File: src/deq_pkg.sv
package deq_pkg;

   // fixed field widths of the request and response channels
   localparam int MODE_W  = 3;
   localparam int VALUE_W = 32;
   localparam int COUNT_W = 5;

   // operation codes; codes above query only act as a query
   typedef enum logic [MODE_W-1:0] {
      MODE_PUSH_FRONT = 3'd0,
      MODE_PUSH_BACK  = 3'd1,
      MODE_POP_FRONT  = 3'd2,
      MODE_POP_BACK   = 3'd3,
      MODE_QUERY      = 3'd4
   } mode_type;

   // commands from the controller to the datapath
   typedef struct packed {
      logic accept;   // latch the request transaction
      logic exec;     // update pointers, count and write the slot
      logic read;     // read front and back slots
      logic capture;  // load the response register
   } deq_cmd_type;

endpackage

File: src/double_ended_queue_top.sv
// double-ended queue in a ring buffer, one response per request transaction
// sequence: request accepted, then exec, slot read and capture; the response is
// valid after capture, which waits until the response register is free
// one transaction at a time: a new request is taken only after the last is captured
// reset: synchronous active high; clears front pointer, count and response valid
// slot contents are not cleared; a response shows slot values only when not empty
module double_ended_queue_top
   import deq_pkg::*;
#(
   parameter int DEPTH      = 16,
   parameter int DATA_WIDTH = 32
) (
   input  logic               clock,
   input  logic               reset,
   input  logic               req_valid,
   output logic               req_ready,
   input  logic [MODE_W-1:0]  req_mode,
   input  logic [VALUE_W-1:0] req_value,
   output logic               rsp_valid,
   input  logic               rsp_ready,
   output logic [VALUE_W-1:0] rsp_front_value,
   output logic [VALUE_W-1:0] rsp_back_value,
   output logic [COUNT_W-1:0] rsp_count,
   output logic               rsp_is_empty,
   output logic               rsp_is_full,
   output logic               rsp_error
);

   deq_cmd_type cmd;

   // sequencing of each transaction
   deq_ctrl u_ctrl (
      .clock     (clock),
      .reset     (reset),
      .req_valid (req_valid),
      .req_ready (req_ready),
      .rsp_valid (rsp_valid),
      .rsp_ready (rsp_ready),
      .cmd       (cmd)
   );

   // ring storage, pointers and response register
   deq_datapath #(
      .DEPTH      (DEPTH),
      .DATA_WIDTH (DATA_WIDTH)
   ) u_datapath (
      .clock           (clock),
      .reset           (reset),
      .cmd             (cmd),
      .req_mode        (req_mode),
      .req_value       (req_value),
      .rsp_front_value (rsp_front_value),
      .rsp_back_value  (rsp_back_value),
      .rsp_count       (rsp_count),
      .rsp_is_empty    (rsp_is_empty),
      .rsp_is_full     (rsp_is_full),
      .rsp_error       (rsp_error)
   );

endmodule

File: src/deq_ctrl.sv
module deq_ctrl
   import deq_pkg::*;
(
   input  logic        clock,
   input  logic        reset,
   input  logic        req_valid,
   output logic        req_ready,
   output logic        rsp_valid,
   input  logic        rsp_ready,
   output deq_cmd_type cmd
);

   typedef enum logic [3:0] {
      ST_IDLE    = 4'b0001,
      ST_EXEC    = 4'b0010,
      ST_READ    = 4'b0100,
      ST_CAPTURE = 4'b1000
   } state_type;

   state_type state_ff, state_in;
   logic      rsp_valid_ff, rsp_valid_in;
   logic      out_free;

   // response register may be loaded when empty or drained this cycle
   assign out_free  = !rsp_valid_ff || rsp_ready;
   // no transaction is taken while reset is held
   assign req_ready = (state_ff == ST_IDLE) && !reset;
   assign rsp_valid = rsp_valid_ff;

   // command decode
   always_comb begin
      cmd.accept  = req_ready && req_valid;
      cmd.exec    = (state_ff == ST_EXEC);
      cmd.read    = (state_ff == ST_READ);
      cmd.capture = (state_ff == ST_CAPTURE) && out_free;
   end

   // next state
   always_comb begin
      state_in = state_ff;
      case (state_ff)
         ST_IDLE: begin
            if (req_valid) state_in = ST_EXEC;
         end
         ST_EXEC: begin
            state_in = ST_READ;
         end
         ST_READ: begin
            state_in = ST_CAPTURE;
         end
         ST_CAPTURE: begin
            if (out_free) state_in = ST_IDLE;
         end
         default: begin
            state_in = ST_IDLE;
         end
      endcase
   end

   // response valid flag
   always_comb begin
      rsp_valid_in = rsp_valid_ff;
      if (cmd.capture) rsp_valid_in = 1'b1;
      else if (rsp_ready) rsp_valid_in = 1'b0;
   end

   always_ff @(posedge clock) begin
      if (reset) begin
         state_ff     <= ST_IDLE;
         rsp_valid_ff <= 1'b0;
      end else begin
         state_ff     <= state_in;
         rsp_valid_ff <= rsp_valid_in;
      end
   end

   // a pending response is never overwritten
   a_no_overwrite: assert property (@(posedge clock) disable iff (reset)
      (rsp_valid_ff && !rsp_ready) |-> !cmd.capture)
      else $error("response register loaded while still pending");

   // each accepted transaction runs exec, read and then waits to capture
   a_sequence: assert property (@(posedge clock) disable iff (reset)
      cmd.accept |=> cmd.exec ##1 cmd.read ##1 (state_ff == ST_CAPTURE))
      else $error("controller left the operation sequence");

   // no new request while an operation is in flight
   a_single_op: assert property (@(posedge clock) disable iff (reset)
      (cmd.exec || cmd.read) |-> !req_ready)
      else $error("request ready during an operation");

endmodule

File: src/deq_datapath.sv
module deq_datapath
   import deq_pkg::*;
#(
   parameter int DEPTH      = 16,
   parameter int DATA_WIDTH = 32
) (
   input  logic               clock,
   input  logic               reset,
   input  deq_cmd_type        cmd,
   input  logic [MODE_W-1:0]  req_mode,
   input  logic [VALUE_W-1:0] req_value,
   output logic [VALUE_W-1:0] rsp_front_value,
   output logic [VALUE_W-1:0] rsp_back_value,
   output logic [COUNT_W-1:0] rsp_count,
   output logic               rsp_is_empty,
   output logic               rsp_is_full,
   output logic               rsp_error
);

   localparam int IDX_W = (DEPTH > 1) ? $clog2(DEPTH) : 1;
   localparam int CNT_W = $clog2(DEPTH + 1);
   localparam int SUM_W = IDX_W + 2;

   // request latch
   logic [MODE_W-1:0]  mode_ff;
   logic [VALUE_W-1:0] value_ff;

   // queue state
   logic [IDX_W-1:0] front_ff, front_in;
   logic [CNT_W-1:0] count_ff, count_in;
   logic             err_ff, err_in;

   // slot storage and its registered read ports
   logic [DATA_WIDTH-1:0] slots_ff [DEPTH];
   logic [DATA_WIDTH-1:0] rd_front_ff, rd_back_ff;

   // response register
   logic [VALUE_W-1:0] out_front_ff, out_back_ff;
   logic [COUNT_W-1:0] out_count_ff;
   logic               out_empty_ff, out_full_ff, out_err_ff;

   logic                  full, empty;
   logic [IDX_W-1:0]      front_dec, front_inc, tail_idx, back_idx, wr_idx;
   logic [SUM_W-1:0]      tail_sum, last_sum;
   logic                  wr_en;
   logic [DATA_WIDTH+VALUE_W-1:0] value_wide;
   logic [DATA_WIDTH-1:0]         wr_data;
   logic [DATA_WIDTH+VALUE_W-1:0] front_wide, back_wide;
   logic [CNT_W+COUNT_W-1:0]      count_wide;

   assign full  = (count_ff == CNT_W'(DEPTH));
   assign empty = (count_ff == '0);

   // ring pointer arithmetic
   assign front_dec = (front_ff == '0) ? IDX_W'(DEPTH - 1) : front_ff - 1'b1;
   assign front_inc = (front_ff == IDX_W'(DEPTH - 1)) ? '0 : front_ff + 1'b1;
   assign tail_sum  = SUM_W'(front_ff) + SUM_W'(count_ff);
   assign tail_idx  = (tail_sum >= SUM_W'(DEPTH)) ? IDX_W'(tail_sum - SUM_W'(DEPTH))
                                                  : IDX_W'(tail_sum);
   assign last_sum  = tail_sum - 1'b1;
   assign back_idx  = empty ? front_ff :
                      (last_sum >= SUM_W'(DEPTH)) ? IDX_W'(last_sum - SUM_W'(DEPTH))
                                                  : IDX_W'(last_sum);

   // value kept to the storage width
   assign value_wide = {{DATA_WIDTH{1'b0}}, value_ff};
   assign wr_data    = value_wide[DATA_WIDTH-1:0];

   // operation decode
   always_comb begin
      front_in = front_ff;
      count_in = count_ff;
      err_in   = 1'b0;
      wr_en    = 1'b0;
      wr_idx   = tail_idx;
      case (mode_type'(mode_ff))
         MODE_PUSH_FRONT: begin
            if (full) begin
               err_in = 1'b1;
            end else begin
               front_in = front_dec;
               wr_idx   = front_dec;
               wr_en    = 1'b1;
               count_in = count_ff + 1'b1;
            end
         end
         MODE_PUSH_BACK: begin
            if (full) begin
               err_in = 1'b1;
            end else begin
               wr_en    = 1'b1;
               count_in = count_ff + 1'b1;
            end
         end
         MODE_POP_FRONT: begin
            if (empty) begin
               err_in = 1'b1;
            end else begin
               front_in = front_inc;
               count_in = count_ff - 1'b1;
            end
         end
         MODE_POP_BACK: begin
            if (empty) begin
               err_in = 1'b1;
            end else begin
               count_in = count_ff - 1'b1;
            end
         end
         default: begin
         end
      endcase
   end

   // request latch
   always_ff @(posedge clock) begin
      if (cmd.accept) begin
         mode_ff  <= req_mode;
         value_ff <= req_value;
      end
   end

   // pointer and count update
   always_ff @(posedge clock) begin
      if (reset) begin
         front_ff <= '0;
         count_ff <= '0;
      end else if (cmd.exec) begin
         front_ff <= front_in;
         count_ff <= count_in;
      end
   end

   always_ff @(posedge clock) begin
      if (cmd.exec) err_ff <= err_in;
   end

   // slot memory, one write and two reads
   always_ff @(posedge clock) begin
      if (cmd.exec && wr_en) slots_ff[wr_idx] <= wr_data;
      if (cmd.read) begin
         rd_front_ff <= slots_ff[front_ff];
         rd_back_ff  <= slots_ff[back_idx];
      end
   end

   // response formatting
   assign front_wide = {{VALUE_W{1'b0}}, rd_front_ff};
   assign back_wide  = {{VALUE_W{1'b0}}, rd_back_ff};
   assign count_wide = {{COUNT_W{1'b0}}, count_ff};

   always_ff @(posedge clock) begin
      if (cmd.capture) begin
         out_front_ff <= empty ? '0 : front_wide[VALUE_W-1:0];
         out_back_ff  <= empty ? '0 : back_wide[VALUE_W-1:0];
         out_count_ff <= count_wide[COUNT_W-1:0];
         out_empty_ff <= empty;
         out_full_ff  <= full;
         out_err_ff   <= err_ff;
      end
   end

   assign rsp_front_value = out_front_ff;
   assign rsp_back_value  = out_back_ff;
   assign rsp_count       = out_count_ff;
   assign rsp_is_empty    = out_empty_ff;
   assign rsp_is_full     = out_full_ff;
   assign rsp_error       = out_err_ff;

   // count stays within the ring
   a_count_range: assert property (@(posedge clock) disable iff (reset)
      count_ff <= CNT_W'(DEPTH))
      else $error("element count beyond depth");

   // a refused operation leaves the queue untouched
   a_refused_stable: assert property (@(posedge clock) disable iff (reset)
      (cmd.exec && err_in) |=> ($stable(count_ff) && $stable(front_ff)))
      else $error("refused operation changed queue state");

   // an accepted push grows the count by one
   a_push_count: assert property (@(posedge clock) disable iff (reset)
      (cmd.exec && wr_en) |=> (count_ff == $past(count_ff) + 1'b1))
      else $error("push did not grow the count");

endmodule
File: config.mk
export PLATFORM = sky130hd
export DESIGN_NAME = double_ended_queue_top
export DESIGN_NICKNAME = d
export VERILOG_FILES = /design/src/deq_pkg.sv /design/src/double_ended_queue_top.sv /design/src/deq_ctrl.sv /design/src/deq_datapath.sv
export SDC_FILE = /design/constraint.sdc
export NUM_CORES = 1
export LEC_CHECK = 0
export BUFFER_PORTS_ARGS = -buffer_cell sky130_fd_sc_hd__buf_4
export CAP_MARGIN = 25
export CORE_ASPECT_RATIO = 1.4
export CORE_MARGIN = 2
export CORE_UTILIZATION = 30
export CTS_CLUSTER_SIZE = 28
export DETAILED_ROUTE_END_ITERATION = 12
export GPL_ROUTABILITY_DRIVEN = 0
export GPL_TIMING_DRIVEN = 0
export HOLD_SLACK_MARGIN = 0.08
export PLACE_DENSITY = 0.42
export SETUP_SLACK_MARGIN = 0.15
export SLEW_MARGIN = 20
export SYNTH_ARGS = -nofsm -noshare
export SYNTH_HDL_FRONTEND = slang
export SYNTH_SLANG_ARGS = --single-unit
File: constraint.sdc
create_clock -name clock -period 8.8 [get_ports clock]
set_clock_uncertainty 0.2 [all_clocks]
set_input_delay 2.64 -clock clock [delete_from_list [all_inputs] [get_ports clock]]
set_output_delay 2.64 -clock clock [all_outputs]
set_load 0.01 [all_outputs]
* Word level (Yosys, flattened, before mapping) *
Memory sizes are Yosys's and may differ from the RTL's. A register that Yosys moved wholly into a read port is not among the register bits.
Index checks and enable logic that the tools add are counted.

storage, ports and cells
  flip-flop bits (word level) = 122
  memory bits (writable) = 512
  output and inout bits = 74
  logic and storage cells = 82
  memories = 1

operators by class
  add/subtract/negate cells = 8
  magnitude comparators = 2
  eq/ne operators = 15
  multiplexer cells = 25
  reduce and logical (&&, ||, !) cells = 18

memories
  name                 words  bits a word  rd ports  clocked after Yosys merged registers in  wr ports  RTL line            source
  u_datapath.slots_ff  16     32           2         2                                        1         deq_datapath.sv:34  logic [DATA_WIDTH-1:0] slots_ff [DEPTH];

operators with widths
  operator                                             count
  2-to-1 mux 4 bit                                     11
  one-hot mux 4 bit (4 select lines)                   1
  >= comparator 6 x 5 -> 1 bit, second input constant  2
  subtractor 4 x 1 -> 4 bit, second input constant     3
  2-to-1 mux 5 bit                                     2
  != test 2 bit, second input constant                 5
  one-hot mux 5 bit (2 select lines)                   1
  == test 4 bit, second input constant                 2
  2-to-1 mux 1 bit                                     8
  one-hot mux 4 bit (2 select lines)                   1
  AND reduction 4 bit                                  2
  adder 4 x 5 -> 6 bit                                 1
  == test 3 x 2 -> 1 bit, second input constant        2
  nonzero test 2 bit                                   3
  subtractor 6 x 1 -> 6 bit, second input constant     1
  adder 5 x 1 -> 5 bit, second input constant          1
  == test 5 bit, second input constant                 1
  logical NOT 5 bit                                    1
  subtractor 5 x 1 -> 5 bit, second input constant     1
  adder 4 x 1 -> 4 bit, second input constant          1
  == test 4 x 1 -> 1 bit, second input constant        1
  == test 4 x 2 -> 1 bit, second input constant        1
  == test 4 x 3 -> 1 bit, second input constant        1
  logical AND 1 bit                                    4
  9 further kinds                                      11

* Logic depth before layout (Yosys ltp) *
  depth after elaboration = 6
  mapped depth = 13
  gate-level depth less buffers = 11

* By module *
From an unflattened synthesis, not the netlist that was laid out.

unflattened totals
  cell total of the unflattened synthesis = 1439
  area, all modules = 30013.8 sq um

by module, submodules not included
  module        instances  cells an instance  area an instance (sq um)
  deq_datapath  1          1411               29772.3
  deq_ctrl      1          28                 241.5

* Least setup slack after synthesis *
No wires, ideal clock.

  path type = register to register
  start point = register u_ctrl.state_ff[2]
  end point = register u_datapath.rd_back_ff[0], read port of u_datapath.slots_ff, enable pin
  arrival time = 7.019 ns
  data required time = 7.934 ns
  slack = 0.915 ns
  cell stages (with the launch flop) = 2
  path through = dfxtp_1 > nor4b_1

on the way
  word-level cells in the longest chain between the ends = 1

ends and longest elaborated chain
  item                      RTL line            source
  start: declaration        deq_ctrl.sv:20      state_type state_ff, state_in;
  start signal: assignment  deq_ctrl.sv:72      state_ff <= state_in;
  == test 4 x 3 -> 1 bit    deq_ctrl.sv:34      cmd.read = (state_ff == ST_READ);
  end: declaration          deq_datapath.sv:35  logic [DATA_WIDTH-1:0] rd_front_ff, rd_back_ff;

Every way passes these cells.
A chain may end at the register's enable or synchronous reset.

* Worst setup path in the final report *
  start point = input reset
  end point = output req_ready

on the way
  word-level cells in the longest chain between the ends = 2

ends and longest elaborated chain
  item                RTL line                      source
  start: declaration  double_ended_queue_top.sv:14  input logic reset,
  logical NOT 1 bit   deq_ctrl.sv:27                assign req_ready = (state_ff == ST_IDLE) && !reset;
  logical AND 1 bit   deq_ctrl.sv:27
  end: declaration    double_ended_queue_top.sv:16  output logic req_ready,

Every way passes these cells.

==> run metrics <==
initial antenna violation count=0; post-synth net total=around 1800; global-route wire length before repair=148 mm; slew at the pin closest to its max-slew limit=~1100 ps; Hold Startpoint=u_datapath.err_ff; crit path launch type=input port; final setup TNS=0 ps; vias per cell=5.37; crit path capture=req_ready; residual DRC count=0; PwrDens=198 nW/um2; largest area contributor in the netlist=edfxtp_1; Starting Density=30.2%; clk root buf=clkbuf_16; Distinct cells, synth=63; post-cts resize count=0; Syn-to-layout area delta=20.5%; Net Switching=1.57 mW; post-synth top area share=68.1%; sequential share of power=51.1%; clk_lat worst skew=about 660 ps; pre-CTS setup slack=2870 ps; crit path capture type=output port; diode count=0; DR iter-0 viols=1838; core area=99800 um2; Final Hold Vio Count=0; HP Class=flip-flop to flip-flop; gr ovfl total=0; Pint=approximately 5.6 mW; share of layout cells above drive strength 1=29.8%; worst setup margin=2870 ps; Clk pwr share=45.2%; Worst R2R Path Depth=11; postcts setup bufs=0; max_slew headroom=25.6%; register area share after synthesis=roughly 69%; endpoints failing setup=0; Lkg Pwr=approximately 12 nW; number of global-route vias before repair=around 18000; CTS tree=done; r2r endpoint=u_datapath.rd_back_ff[16]; Worst Path Required=5960 ps; worst ir drop on vdd=~0.14 mV; WL final=107 mm; nets=slightly above 2000; FILL cells=between 9000 and 10000; fin cells=3351; number of synthesized register bits=698; height of the die=379 um; CTS Sinks=approximately 700; max cap viols=0; Tot Pwr=7.21 mW; flop-to-flop setup slack=3580 ps; Setup Crit Path Kind=input port to output port; largest cells by area after synthesis=edfxtp_1 68%, mux4_2 16%, nand2_1 2.4%; Worst EP arrival=3090 ps; Combinational Power Share=about 3.6%; Std-Cell Rows=137; Min Clock Period, post-route=5930 ps; Die X=272 um; final hold slack=234 ps; Longest Clk Path Bufs=3; wire length per cell=32.0 um; synthesized area=30200 um2; I/O pins=113; DP Wirelength=73.8 mm; Tcrit/Tclk final=67.4%; Synth Flop Type=edfxtp_1; Worst Setup SP=reset; DR vias=17994; GRT Total Usage=20.9%; RSZ-0062 raised after global routing=no; Reg2Reg Launch Point=u_datapath.count_ff[0]; die area=around 100000 um2; Reg clk slew, reported paths=roughly 60 ps; most common cell after layout, fill and taps aside=edfxtp_1; TritonCTS Buffers=76; DRT Pass-1 Iters=5; Highest Clock Rate=about 170 MHz; Max Slew Vio Count=0; H-tree Lvls=3; most frequent cells in the layout=684 x edfxtp_1, 220 x mux4_2, 194 x nand2_1; number of hold buffers added after CTS=0; status=finished, final reports clean; Yosys Warn Count=0; Post-synth EDFFs=~680; Post-Syn Instances=approximately 1700; I/O Buffers=112; maximum fanout along the worst path=4; largest net degree at the start of global routing=25; placed cell count=roughly 3200; antenna viol nets, final=0; Net Sw Frac=21.8%; async set-reset flop share out of synthesis=0%; Synth Area per Inst=17.7 um2
critical path, cell delays in order:
cell and delay (ps):
buf_4 120, nor2_1 170, buf_4 150
stage by stage:
step	util (%)	cell area, um2
5_1_grt	36.5	36400
6_report	36.5	36400
3_5_place_dp	33.9	33900
3_3_place_gp	32.7	32700
2_1_floorplan	-	30200
4_1_cts	36.4	36300
flip-flops by register name, summed over array words and instances (netlist names), 5 cells and up:
register                    count
u_datapath.count_ff             5
u_datapath.slots_ff           512
u_datapath.rsp_count            5
u_datapath.rsp_front_value     32
u_datapath.rd_front_ff         32
u_datapath.value_ff            32
u_datapath.rd_back_ff          32
u_datapath.rsp_back_value      32
power by group through the flow:
stage | clock network, mW | registers [mW] | logic (mW)
3_5_place_dp | 0 | 3.76 | 0.265
2_1_floorplan | 0 | 3.74 | 0.141
5_1_grt | 3.46 | 3.69 | 0.277
3_3_place_gp | 0 | 3.76 | 0.254
6_report | 3.26 | 3.69 | 0.262
4_1_cts | 3.35 | 3.69 | 0.266
Yosys cell counts (all sizes together) (9+ instances only):
cell type,instances
edfxtp,684
mux4,220
nand2,195
nand3,89
and2,67
clkbuf,66
nor2,62
a21oi,49
buf,46
a2111oi,15
a221o,15
a22o,15
a22oi,15
dfxtp,14
o221ai,14
o311a,14
inv,11
xnor2,11
nor3,10
o21ai,10
ha,9
logic make-up after synthesis:
logic type                 Yosys count  share of synthesized area (%)
DFF                                698                           69.0
and+or+nand+nor                    456                           7.02
buffers and inverters              124                           1.88
adders and majority gates           11                          0.506
xor gates and xnor gates            16                          0.556
AOI/OAI and AO/OA                  173                           4.37
muxes                              227                           16.7
area by class of cell:
type	instances	area, um2	area share [%]
Multi-Input combinational cell	883	8930	24.6
Timing Repair Buffer	187	1880	5.16
Clock buffer	96	2050	5.64
Tap cell	1320	1650	4.54
Clock inverter	43	435	1.20
Sequential cell	698	20800	57.3
Inverter	12	45.0	0.124
Buffer	112	558	1.53
worst min path at each step:
stage	to	cells past startpoint	slack, ps
2_1_floorplan	u_datapath.rsp_error	0	200
3_3_place_gp	u_datapath.rsp_error	0	200
3_5_place_dp	u_datapath.rsp_error	0	230
4_1_cts	u_datapath.rsp_error	0	240
5_1_grt	u_datapath.rsp_error	0	240
6_report	u_datapath.rsp_error	0	230
routing by layer:
metal	part of all wire [%]	routed length (um)	GRT usage (%)
met3	5.8	6210	3.27
met5	0	0	0
met4	4.3	4660	9.09
met1	38	40900	25.1
met2	52	55500	37.0
No activity file was read; power rests on OpenSTA's default activity.
